File: src/rtl/plcl_pkg.sv
// Shared types and constants for the piecewise linear curve lookup unit.
// No dependencies; every other rtl file refers to this package by scoped names.
`timescale 1ns / 1ps
`default_nettype none
package plcl_pkg;

  // Curve table geometry
  localparam int TABLE_DEPTH = 64;
  localparam int AW          = $clog2(TABLE_DEPTH);
  localparam int CNT_W       = $clog2(TABLE_DEPTH + 1);

  // Queue between front and back
  localparam int QUEUE_DEPTH = 2;
  localparam int QPTR_W      = $clog2(QUEUE_DEPTH);
  localparam int QCNT_W      = $clog2(QUEUE_DEPTH + 1);

  // Divider: quotient bits produced one per cycle
  localparam int DIV_STEPS   = 32;
  localparam int DIV_CNT_W   = $clog2(DIV_STEPS);

  // Request type codes
  localparam logic REQ_WRITE = 1'b0;
  localparam logic REQ_QUERY = 1'b1;

  // Configuration register indexes
  localparam logic CFG_IGNITION = 1'b0;
  localparam logic CFG_COUNT    = 1'b1;

  // Result region codes
  localparam logic [1:0] REGION_NONE   = 2'd0;
  localparam logic [1:0] REGION_EXACT  = 2'd1;
  localparam logic [1:0] REGION_INTERP = 2'd2;
  localparam logic [1:0] REGION_HOLD   = 2'd3;

  // Command classes queued by the front
  typedef enum logic [1:0] {
    CMD_WRITE,
    CMD_QUERY,
    CMD_ZERO
  } cmd_t;

  typedef struct packed {
    cmd_t          kind;
    logic [AW-1:0] idx;
    logic [31:0]   a;   // point time, or relative query time
    logic [31:0]   b;   // point thrust
  } queue_entry_t;

  typedef enum logic [2:0] {
    BK_IDLE,
    BK_CHECK,
    BK_MUL,
    BK_DIV,
    BK_SUM,
    BK_DONE
  } back_state_t;

endpackage
`default_nettype wire

File: src/rtl/plcl_fifo.sv
// Short command queue between the front end and the back end.
// Depends on plcl_pkg for the entry type and depth.
`timescale 1ns / 1ps
`default_nettype none
module plcl_fifo (
  input  wire logic                   clk,
  input  wire logic                   rst_n,
  input  wire logic                   push,
  input  plcl_pkg::queue_entry_t      push_entry,
  input  wire logic                   pop,
  output plcl_pkg::queue_entry_t      head,
  output logic                        empty,
  output logic                        full
);

  plcl_pkg::queue_entry_t mem_r [plcl_pkg::QUEUE_DEPTH];
  logic [plcl_pkg::QPTR_W-1:0] wr_ptr_r, wr_ptr_nxt;
  logic [plcl_pkg::QPTR_W-1:0] rd_ptr_r, rd_ptr_nxt;
  logic [plcl_pkg::QCNT_W-1:0] count_r, count_nxt;
  logic                        do_push;
  logic                        do_pop;

  assign empty   = (count_r == '0);
  assign full    = (count_r == plcl_pkg::QCNT_W'(plcl_pkg::QUEUE_DEPTH));
  assign do_push = push && !full;
  assign do_pop  = pop && !empty;
  assign head    = mem_r[rd_ptr_r];

  // Advance pointers and occupancy
  always_comb begin
    wr_ptr_nxt = wr_ptr_r;
    rd_ptr_nxt = rd_ptr_r;
    count_nxt  = count_r;
    if (do_push) begin
      wr_ptr_nxt = (32'(wr_ptr_r) == plcl_pkg::QUEUE_DEPTH - 1) ? '0
                 : wr_ptr_r + plcl_pkg::QPTR_W'(1);
    end
    if (do_pop) begin
      rd_ptr_nxt = (32'(rd_ptr_r) == plcl_pkg::QUEUE_DEPTH - 1) ? '0
                 : rd_ptr_r + plcl_pkg::QPTR_W'(1);
    end
    if (do_push && !do_pop) begin
      count_nxt = count_r + plcl_pkg::QCNT_W'(1);
    end else if (do_pop && !do_push) begin
      count_nxt = count_r - plcl_pkg::QCNT_W'(1);
    end
  end

  always_ff @(posedge clk) begin
    if (!rst_n) begin
      wr_ptr_r <= '0;
      rd_ptr_r <= '0;
      count_r  <= '0;
    end else begin
      wr_ptr_r <= wr_ptr_nxt;
      rd_ptr_r <= rd_ptr_nxt;
      count_r  <= count_nxt;
    end
  end

  // Store entries
  always_ff @(posedge clk) begin
    if (do_push) begin
      mem_r[wr_ptr_r] <= push_entry;
    end
  end

endmodule
`default_nettype wire

File: config.mk
export PLATFORM = sky130hd
export DESIGN_NAME = plcl_fifo
export DESIGN_NICKNAME = d
export VERILOG_FILES = /design/src/rtl/plcl_pkg.sv /design/src/rtl/plcl_fifo.sv
export SDC_FILE = /design/constraint.sdc
export NUM_CORES = 1
export LEC_CHECK = 0
export ABC_AREA = 1
export BUFFER_PORTS_ARGS = -buffer_cell sky130_fd_sc_hd__buf_4
export CORE_MARGIN = 3
export CORE_UTILIZATION = 57
export DETAILED_ROUTE_END_ITERATION = 6
export PLACE_DENSITY = 0.85
export RECOVER_POWER = 25
export SETUP_SLACK_MARGIN = 0.2
export SLEW_MARGIN = 30
export SYNTH_ARGS = -nofsm -noshare
export SYNTH_HDL_FRONTEND = slang
export SYNTH_SLANG_ARGS = --single-unit
File: constraint.sdc
create_clock -name clk -period 7.5 [get_ports clk]
set_clock_uncertainty 0.1 [all_clocks]
set_input_delay 0.75 -clock clk [delete_from_list [all_inputs] [get_ports clk]]
set_output_delay 0.75 -clock clk [all_outputs]
set_load 0.005 [all_outputs]
==> flow_summary.ini <==
[routing]
ant_nets = 0
via_count = 2849
drtIter0Drc = 158
drc_errors = 0
drtPass1Iterations = 5
wl_mm = 10.10
viasPerCell = 4.989
routedWlPerCell_um = 17.69

[worst_setup_path]
cp_top_family = buffers and inverters
crit_type = reg2out
worst_path_max_delay_cell = buf_6
worstPathMaxFanout = 58
critPathLaunchType = flop
critPathBufInv = 2
endpoint_kind = output pin
cp.arrival_ns = 2.23
cp.required_ns = 6.65
crit_chain = buf_6 > mux2_2 > buf_4
slowest_delay_ns = 0.60

[power_and_ir_drop]
combPwrFrac_pct = 23.8
swShare_pct = 24.20
p_int_mw = 1.915
irDropWorstVdd_mv = 0.2751
p_per_area_nw_per_um2 = 335.9
p_leak_nw = 2.952
pwr-share-seq_pct = 43.5
clkPwrFrac_pct = 32.7
power.switching_uw = 611.6

[sta]
fmax_mhz = 324.3
rsz0062_at_grt = false
final_max_slew_viol_count = 0
hold_ws_ns = 0.3395
slew_headroom_pct = 37.91
hold_viol = 0
finalSetupViolCount = 0
fin_tns_setup_ns = 0
worst_slack_ns = 4.416
timing.final.crit_period_ns = 3.084
tightest_slew_ns = 0.9292
finalCritPeriodShare_pct = 41.12

[clock_network]
holdBufCountCts = 0
cts_buffer_depth = 2
cts-resized-gates = 0
numCtsBuffers = 17
post-cts-setup-buffers = 0
cts_tree = built
clock_latency_ns = 0.50
cts-htree-levels = 4
cts.sink_count = 149
clkSlewWorstSetupHoldPaths_ns = 0.06
cts-root-buf = clkbuf_8

[place]
dp_cells = 539
dp_hpwl_mm = 6.975
place_ws_ns = 4.683
port_buffers = 149
gp_congestion = 0.7036

[synthesis]
synthTopCellsByCount = edfxtp_1, mux2_4, nor2_1
yosys_warnings = 0
synth-edff-count = 144
synth_area_um2 = 5794
ys_seq_elements = 149
syn_nets = 339
yosys-top-cells-area = edfxtp_1, mux2_4, buf_12
synth_cells = 262
yosysTopAreaCell = edfxtp_1
synth_area_per_cell_um2 = 22.12
synthFlopType = edfxtp_1
yosysMostFrequentCell = edfxtp_1
synth_async_sr_flop_share_pct = 0
netlist-cell-type-count = 15
netlist.area_leader.share_pct = 74.63
yosysSeqAreaShare_pct = 76.35

[cells_and_area]
syn2layout_area_growth_pct = 29.82
drive_above_1_share_pct = 56.16
fillers = 574
n_antenna_cell = 0
nets = 502
fin_cells = 571

[global_route]
antenna_found_initial = 0
grt_pass1_wl_mm = 15.49
grt_max_degree = 59
grt_pass1_vias = 2997
grt_use_total_pct = 18.28
overflow = 0

[job]
drv_cap = 0

[run_status]
status = finished, final reports clean

[floorplanning]
core_area_um2 = 9819
initial_utilization_pct = 59.01
die-area_um2 = 11410
dieWidth_um = 106.8
fp-row-count = 36
ios = 150
die_h_um = 106.8

[worst_hold_path]
hp-class = in2reg
==> power by group through the flow <==
stage / clock network (mW) / registers [mW] / logic, mW
after CTS: 0.844 / 1.10 / 0.614
after detailed placement: 0 / 1.12 / 0.611
after floorplan: 0 / 1.11 / 0.391
after global routing: 0.885 / 1.11 / 0.646
final: 0.827 / 1.10 / 0.600
after global placement: 0 / 1.11 / 0.596
==> worst paths after layout <==
| check | end | cells after the start | slack (ns) | startpoint |
|---|---|---|---|---|
| worst min-delay path | mem_r[1][56] | 1 | 0.34 | push_entry[56] |
| worst max register to register | mem_r[1][48] | 3 | 5.14 | count_r[0] |
| worst min register to register | rd_ptr_r | 2 | 0.41 | rd_ptr_r |
| worst max-delay path | head[49] | 3 | 4.42 | flop |
==> layer usage <==
metal  track usage [%]  up-vias  share of wire (%)
li1                  -     1338                  -
met1             20.48     1401                 37
met2             32.87       97                 56
met3             6.141       13                5.3
met4             5.845        0                1.6
met5                 0        -                  0
==> layout make-up <==
class	instances	area, um^2	area share, %
clock inverter	14	176.4	2.345
multi-input combinational	96	1200	15.95
sequential	149	4428	58.87
inverter	9	33.78	0.4491
tap	133	166.4	2.212
clock buffer	18	417.9	5.556
timing repair buffer	152	1100	14.62
==> registers in the layout, summed over array words and instances, names as in the netlist, named ones only <==
name and count:
count_r 2, mem_r 144, rd_ptr_r 1, wr_ptr_r 1
==> cell usage in the layout, fill, tap and decap left out <==
| cell | n |
|---|---|
| buf_4 | 101 |
| clkinv_4 | 3 |
| inv_1 | 9 |
| nand2_1 | 6 |
| clkinv_2 | 1 |
| inv_8 | 1 |
| nor2_4 | 2 |
| nand3_1 | 1 |
| clkinvlp_4 | 3 |
| buf_6 | 1 |
| inv_6 | 2 |
| ha_1 | 1 |
| a21oi_1 | 1 |
| clkinv_1 | 1 |
| dfxtp_1 | 4 |
| clkbuf_1 | 13 |
| mux2_4 | 70 |
| dfxtp_4 | 1 |
| bufinv_16 | 3 |
| mux2_2 | 2 |
| edfxtp_1 | 144 |
| o21ai_0 | 2 |
| clkbuf_8 | 1 |
| nand4_1 | 1 |
| clkbuf_16 | 16 |
| clkbuf_4 | 38 |
| o21ai_2 | 1 |
| nor2_1 | 9 |
==> metrics by stage <==
step                util [%]  total power, mW  instance area [um^2]
CTS                    77.06            2.560                  7567
finish                 76.61            2.527                  7522
detailed placement     71.01            1.729                  6973
floorplan                  -            1.496                  5794
global placement       70.97            1.703                  6969
global route           76.61            2.642                  7522
==> logic make-up (layout without fill, tap and decap cells) <==
family,count (synthesis),count (layout),synth area share (%)
AO/OA/AOI/OAI,4,4,0.4102
adder cells (fa/ha/maj),1,1,0.2159
buffers and inverters,17,193,3.196
flip-flops,149,149,76.36
multiplexers,72,72,18.53
AND/OR/NAND/NOR,19,19,1.296
Power figures use the tool's default switching activity.
