## src/rtl/plcl_pkg.sv

```systemverilog
// Shared types and constants for the piecewise linear curve lookup unit.
// No dependencies; every other rtl file refers to this package by scoped names.
`timescale 1ns / 1ps
`default_nettype none
package plcl_pkg;

  // Curve table geometry
  localparam int TABLE_DEPTH = 64;
  localparam int AW          = $clog2(TABLE_DEPTH);
  localparam int CNT_W       = $clog2(TABLE_DEPTH + 1);

  // Queue between front and back
  localparam int QUEUE_DEPTH = 2;
  localparam int QPTR_W      = $clog2(QUEUE_DEPTH);
  localparam int QCNT_W      = $clog2(QUEUE_DEPTH + 1);

  // Divider: quotient bits produced one per cycle
  localparam int DIV_STEPS   = 32;
  localparam int DIV_CNT_W   = $clog2(DIV_STEPS);

  // Request type codes
  localparam logic REQ_WRITE = 1'b0;
  localparam logic REQ_QUERY = 1'b1;

  // Configuration register indexes
  localparam logic CFG_IGNITION = 1'b0;
  localparam logic CFG_COUNT    = 1'b1;

  // Result region codes
  localparam logic [1:0] REGION_NONE   = 2'd0;
  localparam logic [1:0] REGION_EXACT  = 2'd1;
  localparam logic [1:0] REGION_INTERP = 2'd2;
  localparam logic [1:0] REGION_HOLD   = 2'd3;

  // Command classes queued by the front
  typedef enum logic [1:0] {
    CMD_WRITE,
    CMD_QUERY,
    CMD_ZERO
  } cmd_t;

  typedef struct packed {
    cmd_t          kind;
    logic [AW-1:0] idx;
    logic [31:0]   a;   // point time, or relative query time
    logic [31:0]   b;   // point thrust
  } queue_entry_t;

  typedef enum logic [2:0] {
    BK_IDLE,
    BK_CHECK,
    BK_MUL,
    BK_DIV,
    BK_SUM,
    BK_DONE
  } back_state_t;

endpackage
`default_nettype wire

```

## src/rtl/plcl_front.sv

```systemverilog
// Front end: accepts requests, tracks the largest written time and classifies queries.
// Depends on plcl_pkg.
`timescale 1ns / 1ps
`default_nettype none
module plcl_front (
  input  wire logic                  clk,
  input  wire logic                  rst_n,
  input  wire logic                  accept,
  input  wire logic                  in_req_type,
  input  wire logic [5:0]            in_point_index,
  input  wire logic [31:0]           in_point_time,
  input  wire logic [31:0]           in_point_thrust,
  input  wire logic [31:0]           in_query_time,
  input  wire logic [31:0]           ignition_time,
  output logic                       push,
  output plcl_pkg::queue_entry_t     entry
);

  logic [31:0] latest_time_r, latest_time_nxt;
  logic [32:0] rel_time;
  logic        idx_ok;
  logic        out_of_range;

  // Relative time and range check against the largest written time
  assign rel_time     = {in_query_time[31], in_query_time} - {ignition_time[31], ignition_time};
  assign out_of_range = rel_time[32] ||
                        ($signed(rel_time) > $signed({latest_time_r[31], latest_time_r}));
  assign idx_ok       = 32'(in_point_index) < plcl_pkg::TABLE_DEPTH;

  // Classify the request into a queue entry
  always_comb begin
    entry.idx  = plcl_pkg::AW'(in_point_index);
    entry.b    = in_point_thrust;
    push       = 1'b0;
    latest_time_nxt = latest_time_r;
    if (in_req_type == plcl_pkg::REQ_WRITE) begin
      entry.kind = plcl_pkg::CMD_WRITE;
      entry.a    = in_point_time;
      if (accept && idx_ok) begin
        push = 1'b1;
        if ($signed(in_point_time) > $signed(latest_time_r)) begin
          latest_time_nxt = in_point_time;
        end
      end
    end else begin
      entry.kind = out_of_range ? plcl_pkg::CMD_ZERO : plcl_pkg::CMD_QUERY;
      entry.a    = rel_time[31:0];
      push       = accept;
    end
  end

  // Hold the largest time written since reset
  always_ff @(posedge clk) begin
    if (!rst_n) begin
      latest_time_r <= '0;
    end else begin
      latest_time_r <= latest_time_nxt;
    end
  end

endmodule
`default_nettype wire

```

## config.mk

```make
export PLATFORM = sky130hd
export DESIGN_NAME = plcl_front
export DESIGN_NICKNAME = d
export VERILOG_FILES = /design/src/rtl/plcl_pkg.sv /design/src/rtl/plcl_front.sv
export SDC_FILE = /design/constraint.sdc
export NUM_CORES = 1
export LEC_CHECK = 0
export BUFFER_PORTS_ARGS = -buffer_cell sky130_fd_sc_hd__clkbuf_2
export CAP_MARGIN = 20
export CORE_MARGIN = 4
export CORE_UTILIZATION = 45
export DETAILED_ROUTE_END_ITERATION = 10
export PLACE_DENSITY = 0.74
export SYNTH_ARGS = -nofsm -noshare
export SYNTH_HDL_FRONTEND = slang
export SYNTH_SLANG_ARGS = --single-unit
```

## constraint.sdc

```tcl
create_clock -name clk -period 8.93 [get_ports clk]
set_clock_uncertainty 0.1 [all_clocks]
set_input_delay 1.3395 -clock clk [delete_from_list [all_inputs] [get_ports clk]]
set_output_delay 1.3395 -clock clk [all_outputs]
set_load 0.005 [all_outputs]
```

==> results by group <==
Run status
  – Status: finished clean

Timing
  – Final worst path period share: 0.752
  – Rel. slew slack: 0.591
  – # setup viols final: 0
  – RSZ-0062 raised after global routing: no
  – Fmax: 149 MHz
  – Worst setup margin: ~2.2 ns
  – Setup TNS: 0 ns
  – Tightest Pin Transition: 0.611 ns
  – Final Critical Period: roughly 6.7 ns
  – Final Hold Vio Count: 0
  – Max-slew violations: 0

Layout
  – Ant. Diodes: 0
  – Area of the multi-input gates: slightly above 4000 sq um
  – Sequential cell area: around 640 sq um
  – Final instance area: 6030 sq um
  – Commonest non-fill, non-tap cell in the layout: clkbuf_2
  – Fillers: about 1,100
  – Layout cells sized above 1: 0.242
  – Max reg flops: 32
  – Largest regs: latest_time_r x32
  – Top reg by flops: latest_time_r
  – Area delta synth->final: 11.7%
  – Commonest cells after routing, fill and taps aside: clkbuf_2, ha_1, nand2_1
  – Final #Nets: between 1,000 and 1,500
  – Final core utilization: 0.521

Drt
  – Drt pass-1 iters: 5
  – Routed vias: 4,948
  – DRT iter0 DRCs: roughly 240
  – Final ANT Viol Nets: 0
  – Vias/cell: about 5.4
  – Total Wirelength: around 14 mm
  – DRC: 0
  – Post-DR wirelength/cell: 14.7 um

Floorplan
  – Core box area: 11,600 sq um
  – Die width: about 120 um
  – Io pins: 211
  – Full die area: roughly 14,000 sq um
  – Initial Utilization: 0.466
  – # rows: 39
  – Height of the die: 117 um

Logic synthesis
  – Synth top area share: 0.225
  – Synth Area in Compound Gates: 0.198
  – Synthesized flop and latch total: 32
  – Main synth FF type: dfxtp_1
  – Synth Net Count: approximately 930
  – Synthesized area: about 5400 sq um
  – Mux contribution to synthesized area: 0.116
  – Top cells by area, synth: ha_1, dfxtp_1, nand2_1, buf_4, mux2i_1
  – Area share of xor/xnor cells in the synthesized design: 0.0452
  – Syn Inst Count: around 690
  – Largest family of logic cells by synthesized area: adder cells
  – Syn_area_per_cell: about 8 sq um
  – Syn. warnings: 0
  – Post-synth cell types: 67
  – Area share of fa/ha/maj cells after synthesis: 0.229
  – Simple-gate share of the synthesized area: 0.165
  – Async S/R FF share, synth: 0
  – Number of synthesized flops with an enable pin: 0
  – Seq/Total Area, Yosys: 0.119
  – Post-synth top area cell: ha_1

Clocking
  – Reg clk slew, reported paths: 0.06 ns
  – CTS Sinks: 32
  – Clk root buf: clkbuf_16
  – Post-CTS Setup Inserts: 0
  – CTS buffer count: 5
  – H-tree depth: 2
  – Hold buffers post-CTS: 0
  – CTS Buffer Depth: 2
  – CTS tree: yes
  – Cts repair resizes: 0
  – Clk_lat worst skew: roughly 0.28 ns

Worst setup path
  – CP max stage cell: a211oi_2
  – Startpoint Class: input pin
  – Depth of the worst register-to-register path: 11
  – Crit. End Element: primary output
  – Worst path cell trace: clkbuf_2, inv_1, ha_1, inv_1, fa_1, a21o_1, nand4_1, a211oi_2, o211ai_1, a21oi_1, nor2_1, xnor2_1, ha_1, nand4_1, or3_1, o21ai_0, a211oi_1, o32ai_1, a22oi_1, and2_1, clkbuf_2
  – CP arrival: around 5.3 ns
  – RR Endpoint: latest_time_r[30]
  – Crit path to: entry[70]
  – Reg-to-reg setup timing slack: ~5.8 ns
  – Worst stage delay on the critical path: 0.41 ns
  – Crit path required time: approximately 7.5 ns
  – Worst setup path start: in_query_time[0]
  – Critical R2R Launch: latest_time_r[5]
  – Kind of critical path: in2out
  – Crit path max fanout: 3

Pwr
  – P per Cell Area: 120 nW/um^2
  – Total leakage power: between 3 and 4 nW
  – Max IR drop VDD: 0.0785 mV

Placement
  – DP Worst Slack: around 2.3 ns
  – IO Port Bufs: 134
  – RD Place Congestion: roughly 0.91
  – DP HPWL: 11.3 mm
  – Area after DPL: ~5900 sq um

Global route
  – Total Routing Usage GR: 0.191
  – First-pass GRT wire length: between 20 and 25 mm
  – Largest net degree at the start of global routing: 39
  – GRT overflow: 0
  – Initial antenna violation count: 0
  – Vias in the first global route: roughly 4,700

Run
  – Max Cap Viol: 0

Hold path
  – Hold Crit Class: reg2reg
[worst max-delay path, delay by kind of cell]
family | cells | cell delay, ns
XOR/XNOR | 1 | 0.17
AO/OA/AOI/OAI | 8 | 1.80
AND/OR/NAND/NOR | 5 | 1.00
adder cells (fa/ha/maj) | 3 | 0.70
buffers and inverters | 4 | 0.28
[worst min-delay path by stage]
stage,cells after the start,endpoint,from,slack [ns]
2_1_floorplan,2,latest_time_r[10],latest_time_r[10],0.34
3_3_place_gp,2,latest_time_r[14],latest_time_r[14],0.35
3_5_place_dp,2,latest_time_r[27],latest_time_r[27],0.35
4_1_cts,2,latest_time_r[27],latest_time_r[27],0.36
5_1_grt,2,latest_time_r[3],latest_time_r[3],0.38
6_report,2,latest_time_r[27],latest_time_r[27],0.36
[power breakdown]
group / internal [mW] / leakage [nW] / switching, mW / total (mW)
Sequential: 0.151 / 0.261 / 0.00387 / 0.155
Combinational: 0.182 / 2.78 / 0.210 / 0.392
Clock: 0.111 / 0.0701 / 0.0658 / 0.177
Total: 0.444 / 3.11 / 0.280 / 0.723
[synth_stat cells (3+ instances only)]
| cell | count |
|---|---|
| ha_1 | 97 |
| nand2_1 | 93 |
| inv_1 | 74 |
| buf_4 | 44 |
| a21oi_1 | 43 |
| a21o_1 | 32 |
| dfxtp_1 | 32 |
| mux2i_1 | 32 |
| mux2_2 | 25 |
| nor2_1 | 25 |
| o21ai_0 | 20 |
| nand4_1 | 18 |
| xnor2_1 | 16 |
| clkbuf_1 | 13 |
| xor2_1 | 10 |
| and3_1 | 8 |
| nand3_1 | 8 |
| o21a_1 | 8 |
| a31oi_1 | 7 |
| nor3_1 | 7 |
| nor2b_1 | 6 |
| o211ai_1 | 6 |
| and2_1 | 4 |
| a211oi_1 | 3 |
| a21o_2 | 3 |
| nand2b_1 | 3 |
| o21bai_1 | 3 |
| o22ai_1 | 3 |
| o31ai_1 | 3 |
[routing by layer]
| metal | track usage | part of all wire |
|---|---|---|
| met3 | 0.0288 | 0.061 |
| met5 | 0 | 0 |
| met1 | 0.260 | 0.48 |
| met2 | 0.320 | 0.45 |
| met4 | 0.0396 | 0.012 |
[logic make-up (layout without fill, tap and decap cells)]
group | Yosys count | count (layout)
mux | 59 | 59
compound gates | 156 | 156
fa+ha+maj | 98 | 98
flops | 32 | 32
xor+xnor | 27 | 27
buf+inv | 134 | 219
simple gates | 186 | 186
[per-stage QoR]
step,std cells,total power [mW],hold WS [ns]
floorplan,692,0.444,0.338
global placement,911,0.542,0.345
detailed placement,912,0.545,0.354
CTS,920,0.727,0.362
global route,920,0.783,0.375
finish,920,0.723,0.359
[layout make-up]
class | instances | share of cell area
Clock buffer | 7 | 0.0237
Clock inverter | 1 | 0.00125
Inverter | 74 | 0.0461
Multi-Input combinational cell | 526 | 0.676
Sequential cell | 32 | 0.106
Tap cell | 143 | 0.0297
Timing Repair Buffer | 137 | 0.117
(Power assumes the default switching activity.)
